## src/hw/rtl/assert_macros.svh

```systemverilog
// Assertion macros shared by the RTL files.
`ifndef ASSERT_MACROS_SVH
`define ASSERT_MACROS_SVH

// Check that cons holds in the same cycle as ante.
`define ASSERT_IMPL(lbl, ante, cons, msg) \
  lbl: assert property (@(posedge clk_i) disable iff (!rst_ni) (ante) |-> (cons)) \
    else $error(msg);

// Check that cons holds in the cycle after ante.
`define ASSERT_NEXT(lbl, ante, cons, msg) \
  lbl: assert property (@(posedge clk_i) disable iff (!rst_ni) (ante) |=> (cons)) \
    else $error(msg);

`endif

```

## src/hw/rtl/rpd_pkg.sv

```systemverilog
// Shared widths, codes and types of the permutation dealer.
package rpd_pkg;

  localparam int unsigned DEPTH_DEF = 256;
  localparam int unsigned COUNT_W   = 9;
  localparam int unsigned WORD_W    = 31;
  localparam int unsigned PICK_W    = 8;
  localparam int unsigned EPOCH_W   = 8;
  localparam int unsigned STEP_W    = $clog2(WORD_W);

  localparam logic [EPOCH_W-1:0] EPOCH_NONE  = '0;
  localparam logic [EPOCH_W-1:0] EPOCH_FIRST = EPOCH_W'(1);
  localparam logic [EPOCH_W-1:0] EPOCH_LAST  = '1;

  typedef enum logic {
    CMD_START = 1'b0,
    CMD_DRAW  = 1'b1
  } rpd_cmd_e;

  typedef enum logic {
    STATUS_OK    = 1'b0,
    STATUS_EMPTY = 1'b1
  } rpd_status_e;

  // One slot entry: deal tag (zero = never written) and the stored position.
  typedef struct packed {
    logic [EPOCH_W-1:0] tag;
    logic [PICK_W-1:0]  data;
  } rpd_entry_t;

  // Request to the remainder unit.
  typedef struct packed {
    logic               start;
    logic [WORD_W-1:0]  dividend;
    logic [COUNT_W-1:0] divisor;
  } rpd_div_req_t;

endpackage

```

## src/hw/rtl/rpd_slot_mem.sv

```systemverilog
// Slot memory: one write port, one read port with registered read data.
module rpd_slot_mem
  import rpd_pkg::*;
#(
  parameter int unsigned DEPTH = DEPTH_DEF,
  localparam int unsigned AW   = $clog2(DEPTH)
) (
  input  logic          clk_i,
  input  logic          wr_en_i,
  input  logic [AW-1:0] wr_addr_i,
  input  rpd_entry_t    wr_data_i,
  input  logic          rd_en_i,
  input  logic [AW-1:0] rd_addr_i,
  output rpd_entry_t    rd_data_o
);

  rpd_entry_t mem_q [DEPTH];
  rpd_entry_t rd_data_q;

  always_ff @(posedge clk_i) begin
    if (wr_en_i) begin
      mem_q[wr_addr_i] <= wr_data_i;
    end
  end

  always_ff @(posedge clk_i) begin
    if (rd_en_i) begin
      rd_data_q <= mem_q[rd_addr_i];
    end
  end

  assign rd_data_o = rd_data_q;

endmodule

```

## config.mk

```make
export PLATFORM = sky130hd
export DESIGN_NAME = rpd_slot_mem
export DESIGN_NICKNAME = d
export VERILOG_FILES = /design/src/hw/rtl/assert_macros.svh /design/src/hw/rtl/rpd_pkg.sv /design/src/hw/rtl/rpd_slot_mem.sv
export SDC_FILE = /design/constraint.sdc
export NUM_CORES = 2
export LEC_CHECK = 0
export ABC_CLOCK_PERIOD_IN_PS = 2300
export BUFFER_PORTS_ARGS = -buffer_cell sky130_fd_sc_hd__buf_2
export CAP_MARGIN = 10
export CORE_MARGIN = 3
export CORE_UTILIZATION = 50
export CTS_CLUSTER_DIAMETER = 120
export DETAILED_ROUTE_END_ITERATION = 10
export PLACE_DENSITY = 0.68
export SYNTH_ARGS = -nofsm -noshare
export SYNTH_HDL_FRONTEND = slang
export SYNTH_SLANG_ARGS = --single-unit
export TNS_END_PERCENT = 20
```

## constraint.sdc

```tcl
create_clock -name clk_i -period 2.3 [get_ports clk_i]
set_input_delay 0 -clock clk_i [delete_from_list [all_inputs] [get_ports clk_i]]
set_output_delay 0 -clock clk_i [all_outputs]
set_load 0.01 [all_outputs]
```

==> summary.md <==
| Metric | Value |
|---|---|
| CP max stage delay | `around 0.53 ns` |
| Synth unique cells | `51` |
| Tot Pwr | `around 160 mW` |
| Slowest stage cell, crit path | `mux4_2` |
| Port bufs | `50` |
| Filler cells | `between 20000 and 25000` |
| Number of global-route vias before repair | `80755` |
| RSZ-0062 raised after global routing | `true` |
| PwrDens | `between 800 and 900 nW/um^2` |
| Layout cells sized above 1 | `a little under a third` |
| Post-synthesis sequential area ratio | `~80%` |
| CP arrival | `3.35 ns` |
| Ys async rst share | `0%` |
| Worst Max-Slew Pin Slew | `between 1 and 1.5 ns` |
| Initial core utilization | `slightly above 50%` |
| # nets final | `~8500` |
| Vias | `~82000` |
| Initial antenna violation count | `27` |
| DRC violations left | `0` |
| CP Capture Type | `flop` |
| FMAX | `around 380 MHz` |
| Clk root buf | `clkbuf_16` |
| CP most frequent cell | `mux4_2` |
| CTS Buf Count | `398` |
| Routed WL per cell | `32.54 um` |
| Rows | `206` |
| Clk_lat worst skew | `0.97 ns` |
| Crit path max-delay family | `multiplexers` |
| CTS tree | `done` |
| IO Count | `51` |
| Outcome | `complete, but fails checks` |
| Post-Synthesis Net Count | `~7400` |
| CP Max Fanout | `1` |
| Peak VDD IR | `approximately 740 uV` |
| Post-route antenna net violation count | `0` |
| DR vias/cell | `around 6.3` |
| Cell area after synthesis | `~160000 um^2` |
| Routed wire length | `between 400000 and 500000 um` |
| Hold Fails Final Rpt | `0` |
| Hold_ws | `between 0.08 and 0.09 ns` |
| Largest net degree at the start of global routing | `101` |
| DP Wirelength | `roughly 270000 um` |
| Top FF cell, synth | `edfxtp_1` |
| Number of synthesized flops with an enable pin | `approximately 4100` |
| Worst Slack Setup Final | `-0.3535 ns` |
| Ys Warns | `0` |
| Worst EP required | `between 2 and 3 ns` |
| Startpoint types | `flop` |
| Crit path cell chain | `mux4_2 -> mux4_2 -> a22o_4 -> o32ai_4 -> buf_6 -> nor4_4` |
| GRT Overall Usage | `between 20 and 30%` |
| TritonRoute pass-1 iters | `8` |
| First-pass GRT wire length | `602800 um` |
| Die Wd | `569.7 um` |
| Final cycle utilization of the critical path | `115.4%` |
| Sink Count | `between 4000 and 5000` |
| Endpoints failing setup | `16` |
| GP Congestion | `a little over 0.9` |
| DP Area | `172000 um^2` |
| Die height | `569.7 um` |
| Post-CTS Setup Inserts | `0` |
| Clk buf depth | `4` |
| Final slew viol count | `0` |
| Gr ovfl total | `0` |
| Synthesized instance count | `7360` |
| Worst Hold Class | `in2reg` |
| H-tree lvl count | `5` |
| Max-Cap Viols | `0` |
| Mapped Avg Cell Area | `about 22 um^2` |
| Die area | `between 300000 and 400000 um^2` |
| Count of state elements after synthesis | `roughly 4100` |
| Cell area after layout | `around 190000 um^2` |
| Clock skew | `0.06959 ns` |
| Failing checks | `setup timing` |
| Reg clk slew, reported paths | `0.06 ns` |
| Minimum clock period | `approximately 2.7 ns` |
| WP buf/inv | `1` |
| Relative slew slack | `between 20% and 30%` |
| Core area | `about 320000 um^2` |
| Initial DRC Count | `11293` |
| Crit Path Category | `reg2reg` |
| Area delta synth->final | `17.21%` |
| P_leak | `between 60 and 70 nW` |
==> cells in the mapped netlist, drive strengths merged (9+ instances only) <==
| master | instances | area (um^2) |
|---|---|---|
| a211oi | 18 | 135.1 |
| mux2 | 88 | 991.0 |
| edfxtp | 4112 | 123500 |
| o221ai | 253 | 2222 |
| mux4 | 797 | 17950 |
| a221oi | 28 | 245.2 |
| a22oi | 43 | 322.8 |
| nor4 | 18 | 118.9 |
| a21oi | 175 | 875.8 |
| and3 | 11 | 68.82 |
| o21ai | 38 | 190.2 |
| o32ai | 21 | 191.4 |
| nor2 | 304 | 1141 |
| nand3 | 35 | 175.2 |
| a22o | 32 | 280.3 |
| mux2i | 565 | 5655 |
| nand4 | 26 | 162.7 |
| nor3 | 92 | 460.4 |
| o31ai | 16 | 120.1 |
| buf | 222 | 1809 |
| o22ai | 148 | 925.9 |
| nor2b | 9 | 56.30 |
| clkbuf | 230 | 863.3 |
| nand2 | 38 | 142.6 |
==> area by class of cell <==
cell class                      instances  area (um^2)  area share, %
Sequential cell                      4112       123500          66.31
Multi-Input combinational cell       2792        33520          18.00
Clock inverter                        272         2910          1.563
Tap cell                             4160         5205          2.795
Timing Repair Buffer                 1125        10850          5.824
Inverter                                4        27.53        0.01478
Clock buffer                          462        10200          5.477
Antenna cell                           11        27.53        0.01478
==> through the flow <==
stage               setup slack [ns]  cells  util (%)  setup TNS [ns]
detailed placement            -1.380  12153     54.53          -15.22
finish                       -0.3535  12938     59.03          -3.374
floorplan                    0.05106   7360         -               0
global placement              -1.431  12152     54.53          -15.75
CTS                          -0.4158  12927     58.96          -3.834
global route                 -0.3512  12931     59.02          -3.944
==> worst paths after layout <==
check                           startpoint                       end  slack [ns]  cells after the start
setup / recovery    mem_q[27][9]$_DFFE_PP_    rd_data_o[9]$_DFFE_PP_       -0.35                      6
hold / removal               wr_data_i[14]  mem_q[116][14]$_DFFE_PP_        0.08                      2
setup reg to reg    mem_q[27][9]$_DFFE_PP_    rd_data_o[9]$_DFFE_PP_       -0.35                      6
hold reg to reg   mem_q[250][15]$_DFFE_PP_   rd_data_o[15]$_DFFE_PP_        1.16                      6
==> placed cells by master (no fill, tap or decap), drive strengths merged, types with 35 or more instances in the layout <==
cell / count
mux4: 797
o221ai: 253
nor3: 92
mux2i: 565
bufinv: 42
a22oi: 43
o22ai: 148
nor2: 304
nand3: 35
dlygate4sd3: 39
nand2: 38
mux2: 88
buf: 1083
clkinv: 208
a21oi: 175
clkbuf: 464
edfxtp: 4112
o21ai: 38
==> flip-flops by register name, indices dropped and copies added, names as in the netlist <==
name / flops
mem_q: 4096
rd_data_o: 16
==> logic make-up after synthesis <==
| logic type | share of synthesized area, % |
|---|---|
| flip-flops | 77.72 |
| multiplexers | 15.48 |
| AO/OA/AOI/OAI | 3.534 |
| AND/OR/NAND/NOR | 1.573 |
| buffers and inverters | 1.692 |
==> routing by layer <==
layer,wire [um],track usage [%],vias up
met5,24,0,-
met4,17320,9.110,4
met1,159800,36.61,43322
met3,42760,4.792,717
met2,201100,40.79,4624
li1,-,-,33489
==> what timing repair did <==
action	in CTS	in global routing
pin swaps	9	13
endpoints found under the hold margin	5291	0
setup endpoints to repair	16	39
hold buffers	40	0
gates resized for setup	78	30
==> power by group <==
group | switching, mW | internal [mW] | total, mW | leakage [nW]
clock | 28.3 | 36.8 | 65.1 | 6.39
combinational | 5.47 | 3.54 | 9.01 | 17.2
sequential | 0.116 | 82.6 | 82.7 | 37.0
==> worst register-to-register path, stage by stage, from the launching register on <==
cell and delay [ns]:
edfxtp_1 0.38, mux4_2 0.48, mux4_2 0.53, a22o_4 0.32
o32ai_4 0.47, buf_6 0.18, nor4_4 0.04
Note: power is estimated with default switching activity, not from simulation.
