[src/hw/rtl/assert_macros.svh]
// Assertion macros shared by the RTL files.
`ifndef ASSERT_MACROS_SVH
`define ASSERT_MACROS_SVH

// Check that cons holds in the same cycle as ante.
`define ASSERT_IMPL(lbl, ante, cons, msg) \
  lbl: assert property (@(posedge clk_i) disable iff (!rst_ni) (ante) |-> (cons)) \
    else $error(msg);

// Check that cons holds in the cycle after ante.
`define ASSERT_NEXT(lbl, ante, cons, msg) \
  lbl: assert property (@(posedge clk_i) disable iff (!rst_ni) (ante) |=> (cons)) \
    else $error(msg);

`endif

[src/hw/rtl/rpd_pkg.sv]
// Shared widths, codes and types of the permutation dealer.
package rpd_pkg;

  localparam int unsigned DEPTH_DEF = 256;
  localparam int unsigned COUNT_W   = 9;
  localparam int unsigned WORD_W    = 31;
  localparam int unsigned PICK_W    = 8;
  localparam int unsigned EPOCH_W   = 8;
  localparam int unsigned STEP_W    = $clog2(WORD_W);

  localparam logic [EPOCH_W-1:0] EPOCH_NONE  = '0;
  localparam logic [EPOCH_W-1:0] EPOCH_FIRST = EPOCH_W'(1);
  localparam logic [EPOCH_W-1:0] EPOCH_LAST  = '1;

  typedef enum logic {
    CMD_START = 1'b0,
    CMD_DRAW  = 1'b1
  } rpd_cmd_e;

  typedef enum logic {
    STATUS_OK    = 1'b0,
    STATUS_EMPTY = 1'b1
  } rpd_status_e;

  // One slot entry: deal tag (zero = never written) and the stored position.
  typedef struct packed {
    logic [EPOCH_W-1:0] tag;
    logic [PICK_W-1:0]  data;
  } rpd_entry_t;

  // Request to the remainder unit.
  typedef struct packed {
    logic               start;
    logic [WORD_W-1:0]  dividend;
    logic [COUNT_W-1:0] divisor;
  } rpd_div_req_t;

endpackage

[src/hw/rtl/rpd_divider.sv]
// Bit-serial restoring remainder unit: dividend modulo divisor, one bit per cycle.
module rpd_divider
  import rpd_pkg::*;
(
  input  logic               clk_i,
  input  logic               rst_ni,
  input  rpd_div_req_t       req_i,
  output logic               done_o,
  output logic [COUNT_W-1:0] rem_o
);

  localparam logic [STEP_W-1:0] LastStep = STEP_W'(WORD_W - 1);

  logic               busy_q;
  logic               done_q;
  logic [STEP_W-1:0]  step_q;
  logic [COUNT_W-1:0] rem_q;
  logic [WORD_W-1:0]  dvd_q;
  logic [COUNT_W-1:0] dsr_q;

  logic [COUNT_W:0]   trial;
  logic [COUNT_W-1:0] rem_d;

  // Shift in the next dividend bit; subtract when it fits.
  always_comb begin
    trial = {rem_q, dvd_q[WORD_W-1]};
    if (trial >= {1'b0, dsr_q}) begin
      rem_d = COUNT_W'(trial - {1'b0, dsr_q});
    end else begin
      rem_d = trial[COUNT_W-1:0];
    end
  end

  always_ff @(posedge clk_i or negedge rst_ni) begin
    if (!rst_ni) begin
      busy_q <= 1'b0;
      done_q <= 1'b0;
      step_q <= '0;
      rem_q  <= '0;
      dvd_q  <= '0;
      dsr_q  <= '0;
    end else begin
      done_q <= 1'b0;
      if (req_i.start) begin
        busy_q <= 1'b1;
        step_q <= '0;
        rem_q  <= '0;
        dvd_q  <= req_i.dividend;
        dsr_q  <= req_i.divisor;
      end else if (busy_q) begin
        rem_q  <= rem_d;
        dvd_q  <= {dvd_q[WORD_W-2:0], 1'b0};
        step_q <= step_q + STEP_W'(1);
        if (step_q == LastStep) begin
          busy_q <= 1'b0;
          done_q <= 1'b1;
        end
      end
    end
  end

  assign done_o = done_q;
  assign rem_o  = rem_q;

endmodule

[config.mk]
export PLATFORM = sky130hd
export DESIGN_NAME = rpd_divider
export DESIGN_NICKNAME = d
export VERILOG_FILES = /design/src/hw/rtl/assert_macros.svh /design/src/hw/rtl/rpd_pkg.sv /design/src/hw/rtl/rpd_divider.sv
export SDC_FILE = /design/constraint.sdc
export NUM_CORES = 1
export LEC_CHECK = 0
export ABC_AREA = 1
export BUFFER_PORTS_ARGS = -buffer_cell sky130_fd_sc_hd__clkbuf_2
export CAP_MARGIN = 20
export CORE_AREA = 2 2 73 75
export CTS_CLUSTER_SIZE = 16
export DETAILED_ROUTE_END_ITERATION = 10
export DIE_AREA = 0 0 75 77
export PLACE_DENSITY = 0.83
export SKIP_CTS_REPAIR_TIMING = 1
export SLEW_MARGIN = 10
export SYNTH_ARGS = -nofsm -noshare
export SYNTH_HDL_FRONTEND = slang
export SYNTH_SLANG_ARGS = --single-unit
[constraint.sdc]
create_clock -name clk_i -period 3 [get_ports clk_i]
set_input_delay 0.3 -clock clk_i [delete_from_list [all_inputs] [get_ports clk_i]]
set_output_delay 0.3 -clock clk_i [all_outputs]
set_load 0.01 [all_outputs]
==> results of run 1 <==
==> metrics by stage <==
stage	util, %	power [mW]	instances	hold slack, ns
final	67.1	2.45	471	0.0420
after global routing	67.1	2.66	471	0.104
after CTS	67.1	2.46	471	0.0693
after detailed placement	65.3	2.03	463	0.407
after global placement	65.3	1.99	463	0.399
after floorplan	-	1.76	352	0.00441
==> placed cells by master, fill, tap and decap left out <==
master    instances
a21oi_1           6
buf_4             3
clkbuf_1          1
clkbuf_2         52
clkbuf_8          5
dfrtp_1          56
fa_1              1
ha_1             11
inv_1            55
inv_2             9
inv_6             2
nand2_1         110
nand2_2           1
nand2_4           2
nand3_1          15
nand3_2           4
nand3b_1          7
nand4_1           3
nor2_1            8
nor2_4            2
nor3_1            1
nor3_2            1
o21ai_0           8
o21ai_1           5
o221ai_1         30
xnor2_1           2
xor2_1            1
==> state kept, by name (all words and copies together), names as in the netlist <==
| signal | cells |
|---|---|
| dsr_q | 9 |
| done_o | 1 |
| step_q | 5 |
| dvd_q | 31 |
| busy_q | 1 |
| rem_o | 9 |
==> area by class of cell <==
| type | instances | area (um2) | area share [%] |
|---|---|---|---|
| Clock inverter | 2 | 17.5 | 0.525 |
| Timing Repair Buffer | 55 | 283 | 8.47 |
| Inverter | 64 | 240 | 7.19 |
| Sequential cell | 56 | 1400 | 42.0 |
| Clock buffer | 6 | 72.6 | 2.17 |
| Multi-Input combinational cell | 218 | 1240 | 37.1 |
| Tap cell | 70 | 87.6 | 2.62 |
==> where the power goes <==
group,internal (mW),switching (mW),total [mW]
combinational,0.418,0.649,1.07
sequential,0.862,0.0949,0.957
clock,0.172,0.253,0.425
total,1.45,0.997,2.45
==> per-layer routing <==
| layer | vias to the layer above | global-route usage, % | routed length, um |
|---|---|---|---|
| met5 | - | 0 | 0 |
| li1 | 1235 | - | - |
| met1 | 1152 | 29.5 | 2550 |
| met2 | 60 | 37.8 | 2990 |
| met3 | 6 | 4.60 | 304 |
| met4 | 0 | 6.43 | 57 |
==> cell families after synthesis <==
logic type | Yosys count | share of synthesized area (%)
adders and majority gates | 12 | 5.37
buffers and inverters | 78 | 10.1
and+or+nand+nor | 154 | 23.7
xor gates and xnor gates | 3 | 0.896
AOI/OAI and AO/OA | 49 | 12.2
DFF | 56 | 47.8
==> worst max path at each step <==
stage	startpoint	end	slack (ns)	cells past startpoint
after floorplan	dvd_q[30]$_DFFE_PN0P_	rem_o[5]$_DFFE_PN0P_	1.34	11
after global placement	req_i[40]	dvd_q[5]$_DFFE_PN0P_	1.14	4
after global routing	busy_q$_DFF_PN0_	dvd_q[27]$_DFFE_PN0P_	0.87	4
after detailed placement	req_i[40]	dvd_q[20]$_DFFE_PN0P_	1.05	4
after CTS	busy_q$_DFF_PN0_	dvd_q[25]$_DFFE_PN0P_	1.10	4
final	busy_q$_DFF_PN0_	dvd_q[20]$_DFFE_PN0P_	1.07	4
==> qor.yml, run 1 <==
status: "complete, no violations"
timing.reg2reg.setup_slack_ns: 1.07
ant_nets: 0
synth.area.top_cells: "dfrtp_1, nand2_1, o221ai_1, inv_1, ha_1"
hpwl_um: 4290
cts_tree: "done"
fin_crit_sh_pct: 64.3
vdd_drop_max_v: 0.000333
finalClockSkew_ns: 0.00983
first_global_vias: 2418
n_antenna_cell: 0
rsz0062_at_grt: "false"
fp.dieH_um: 77
post-route-min-period_ns: 1.93
worstSkewPairLatency_ns: 0.31
first_iter_violations: 131
crit_path_top_delay_cell: "nor2_1"
hold_violations: 0
p_per_area_nw_per_um2: 733
critPathKind: "reg2reg"
die-width_um: 75
stdcell_area_um2: 3340
num_vias: 2453
nNetsFinal: 455
yosysSeqAreaShare_pct: 47.8
rows: 26
worstPathMaxFanout: 31
cp_num_buf_inv: 2
yosysUniqueCellTypes: 24
num-fill-cells: 450
coreArea_um2: 4980
yosysMostFrequentCell: "nand2_1"
vias_per_cell: 5.21
crit_required_ns: 3.22
fin_ws_ns: 1.07
wl_per_cell_um: 12.5
place_ws_ns: 1.05
grt_antenna_before_repair: 0
power_leakage_nw: 1.83
holdCritPathClass: "in2async"
path_delay_family: "simple AND/OR/NAND/NOR gates"
drive_gt1_share_pct: 20.2
syn_to_final_growth_pct: 13.8
final-max-slew-violation-count: 0
ys_async_sr_fraction_pct: 100
cts_buffer_depth: 2
reg2reg_depth: 4
end_kind: "register"
finalSetupTns_ns: 0
grt_max_degree: 42
synth_edf_count: 0
synth_cells: 352
r2r-end: "dvd_q[20]$_DFFE_PN0P_"
cts.sinks: 56
maxSlewHeadroom_pct: 46.7
port_buffers: 52
cp.arrival_ns: 2.15
clkTransAtPathRegs_ns: 0.10
yosysTopAreaCell: "dfrtp_1"
netlist_area_um2: 2930
avgSynthCellArea_um2: 8.34
cp-start-kind: "register"
die-area_um2: 5780
synth_common_cells: "nand2_1, dfrtp_1, inv_1, o221ai_1, nand3_1"
setup_viol: 0
io_pins: 53
numCtsBuffers: 5
crit_path_cell_trace: "inv_2, nor2_1, inv_2, o221ai_1"
grt_usage_pct: 22.7
grt_pass1_wl_um: 10300
htreeDepth: 2
slowest_delay_ns: 0.61
synth_warnings: 0
syn-num-nets: 407
grt-ovfl-total: 0
place_area_um2: 3250
initial_core_util_pct: 58.9
maxCapViolations: 0
max_freq_ghz: 0.518
cts-root-buf: "clkbuf_8"
netlist.area_leader.share_pct: 47.8
drcViolationCount: 0
dr.pass1.iters: 4
drt_wl_total_um: 5890
synthFlopType: "dfrtp_1"
place.gp.congestion: 0.825
synth.ff_latch_count: 56
r2r-start: "busy_q$_DFF_PN0_"
worst_pin_slew_ns: 0.796
cpMostUsedCell: "inv_2"
No activity file was read; power rests on OpenSTA's default activity.
==> inputs of run 2 (changes only) <==
CORE_AREA = 2 2 76 78   (was 2 2 73 75)
DIE_AREA = 0 0 78 80   (was 0 0 75 77)
PLACE_DENSITY = 0.77   (was 0.83)
clock period = 1.79 ns   (was 3 ns; I/O delays follow)
==> run 2 against run 1 <==
Against the previous run: the run now ends with negative hold slack, negative setup slack left; first-iteration DRC count fell by 23%; register-to-register slack got worse by 1.1 ns; clock power up 120%; cell area rose by 8.8%; clock-buffer cell count down 1; die area up 8.1%; hold slack worse by 0.048 ns; largest cell class unchanged; largest power group unchanged.
==> qor.yml, run 2 (synthesis results as in run 1) <==
status: "complete, but fails checks"
violations: "negative hold slack, negative setup slack"
p_switching_mw: 1.99
vdd_drop_max_v: 0.000892
cp-endpoint: "rem_o[7]$_DFFE_PN0P_"
finalClockSkew_ns: 0.00535
p_per_area_nw_per_um2: 1390
p_total_mw: 5.05
combinationalPowerShare_pct: 49.5
grt_max_degree: 57
largest_reg_flops: 31
critPathKind: "reg2reg"
nNetsFinal: 471
die-width_um: 78
wl_per_cell_um: 13.3
cts-root-buf: "clkbuf_8"
cp_num_buf_inv: 2
grt-ovfl-total: 0
netSwitchingFraction_pct: 39.4
place_area_um2: 3300
r2r-start: "rem_o[6]$_DFFE_PN0P_"
final_common_cell: "nand2_1"
path_delay_family: "simple AND/OR/NAND/NOR gates"
first_global_vias: 2339
crit_path_cell_trace: "ha_1, nand2_2, inv_2, nand3_2, nor2_4, nor2_4, buf_12, nand2_4, nand2_1, nand2_1, nand2_1, nand2_1"
end_kind: "register"
crit_path_top_delay_cell: "dfrtp_1"
cts_tree: "done"
layout_common_cells: "nand2_1, dfrtp_1, inv_1, clkbuf_2, o221ai_1"
drcViolationCount: 0
cts_buffer_depth: 2
multi_input_area_um2: 1370
worst_pin_slew_ns: 0.693
slowest_delay_ns: 0.41
htreeDepth: 2
ant_nets: 0
r2r-end: "rem_o[7]$_DFFE_PN0P_"
rows: 27
worstPathMaxFanout: 5
stdcell_area_um2: 3630
place.gp.congestion: 0.831
syn_to_final_growth_pct: 23.9
hold_violations: 4
cts.sinks: 56
final-max-slew-violation-count: 0
cp-start-kind: "register"
io_pins: 53
p_int_mw: 3.06
drive_gt1_share_pct: 27.9
numCtsBuffers: 5
maxSlewHeadroom_pct: 53.8
holdCritPathClass: "in2async"
cpMostUsedCell: "nand2_1"
timing.reg2reg.setup_slack_ns: -0.01
first_iter_violations: 101
grt_antenna_before_repair: 0
n_antenna_cell: 0
crit_required_ns: 2.00
crit_cells: 12
power_frac_seq_pct: 31.7
drt_wl_total_um: 6490
coreArea_um2: 5410
hpwl_um: 4300
num_vias: 2563
reg2reg_depth: 12
vias_per_cell: 5.25
clkPwrFrac_pct: 18.8
worstSkewPairLatency_ns: 0.31
initial_core_util_pct: 54.3
port_buffers: 52
num-fill-cells: 444
maxCapViolations: 0
layout.core_utilization_pct: 67.2
startpoint: "rem_o[6]$_DFFE_PN0P_"
grt_usage_pct: 21.2
fin_ws_ns: -0.00992
post-route-min-period_ns: 1.80
setup_viol: 1
rsz0062_at_grt: "true"
fp.dieH_um: 80
grt_pass1_wl_um: 10600
regMostFlops: "dvd_q"
clkTransAtPathRegs_ns: 0.10
whs_ns: -0.00620
power_leakage_nw: 1.91
die-area_um2: 6240
dr.pass1.iters: 4
fin_crit_sh_pct: 101
max_freq_ghz: 0.556
seqCellArea_um2: 1400
cp.arrival_ns: 2.01
## run 2: worst min-delay path by stage
stage                                end  cells after the start   start
global route        rem_o[1]$_DFFE_PN0P_                      2  rst_ni
finish              dsr_q[2]$_DFFE_PN0P_                      2  rst_ni
CTS                 rem_o[3]$_DFFE_PN0P_                      2  rst_ni
floorplan               busy_q$_DFF_PN0_                      0  rst_ni
global placement    rem_o[0]$_DFFE_PN0P_                      2  rst_ni
detailed placement  dsr_q[2]$_DFFE_PN0P_                      2  rst_ni
## run 2: layout make-up
cell class / count / share of cell area (%)
clock buffer: 5 / 1.89
clock inverter: 2 / 1.65
inverter: 64 / 6.61
multi-input combinational: 220 / 37.8
sequential: 56 / 38.6
tap: 72 / 2.48
timing repair buffer: 69 / 11.0
## run 2: power by group through the flow
stage,sequential [mW],clock [mW],combinational [mW]
detailed placement,1.60,0,1.90
global placement,1.59,0,1.86
finish,1.60,0.950,2.50
global route,1.63,1.02,2.75
floorplan,1.62,0,1.33
CTS,1.57,0.973,1.93
## run 2: layer usage
layer / up-vias / track usage, % / share of wire, %
li1: 1266 / - / -
met1: 1216 / 29.0 / 45
met2: 68 / 35.6 / 49
met3: 13 / 3.96 / 4.3
met4: 0 / 4.21 / 1.7
met5: - / 0 / 0
## run 2: stage by stage
| step | setup slack [ns] | std cells | setup TNS (ns) | hold slack (ns) |
|---|---|---|---|---|
| floorplan | 0.129 | 352 | 0 | -0.117 |
| global placement | 0.0602 | 472 | 0 | 0.355 |
| detailed placement | -0.0293 | 472 | -0.191 | 0.358 |
| CTS | -0.0506 | 479 | -0.370 | 0.0244 |
| global route | -0.0979 | 488 | -0.572 | 0.0594 |
| finish | -0.00992 | 488 | -0.00992 | -0.00620 |
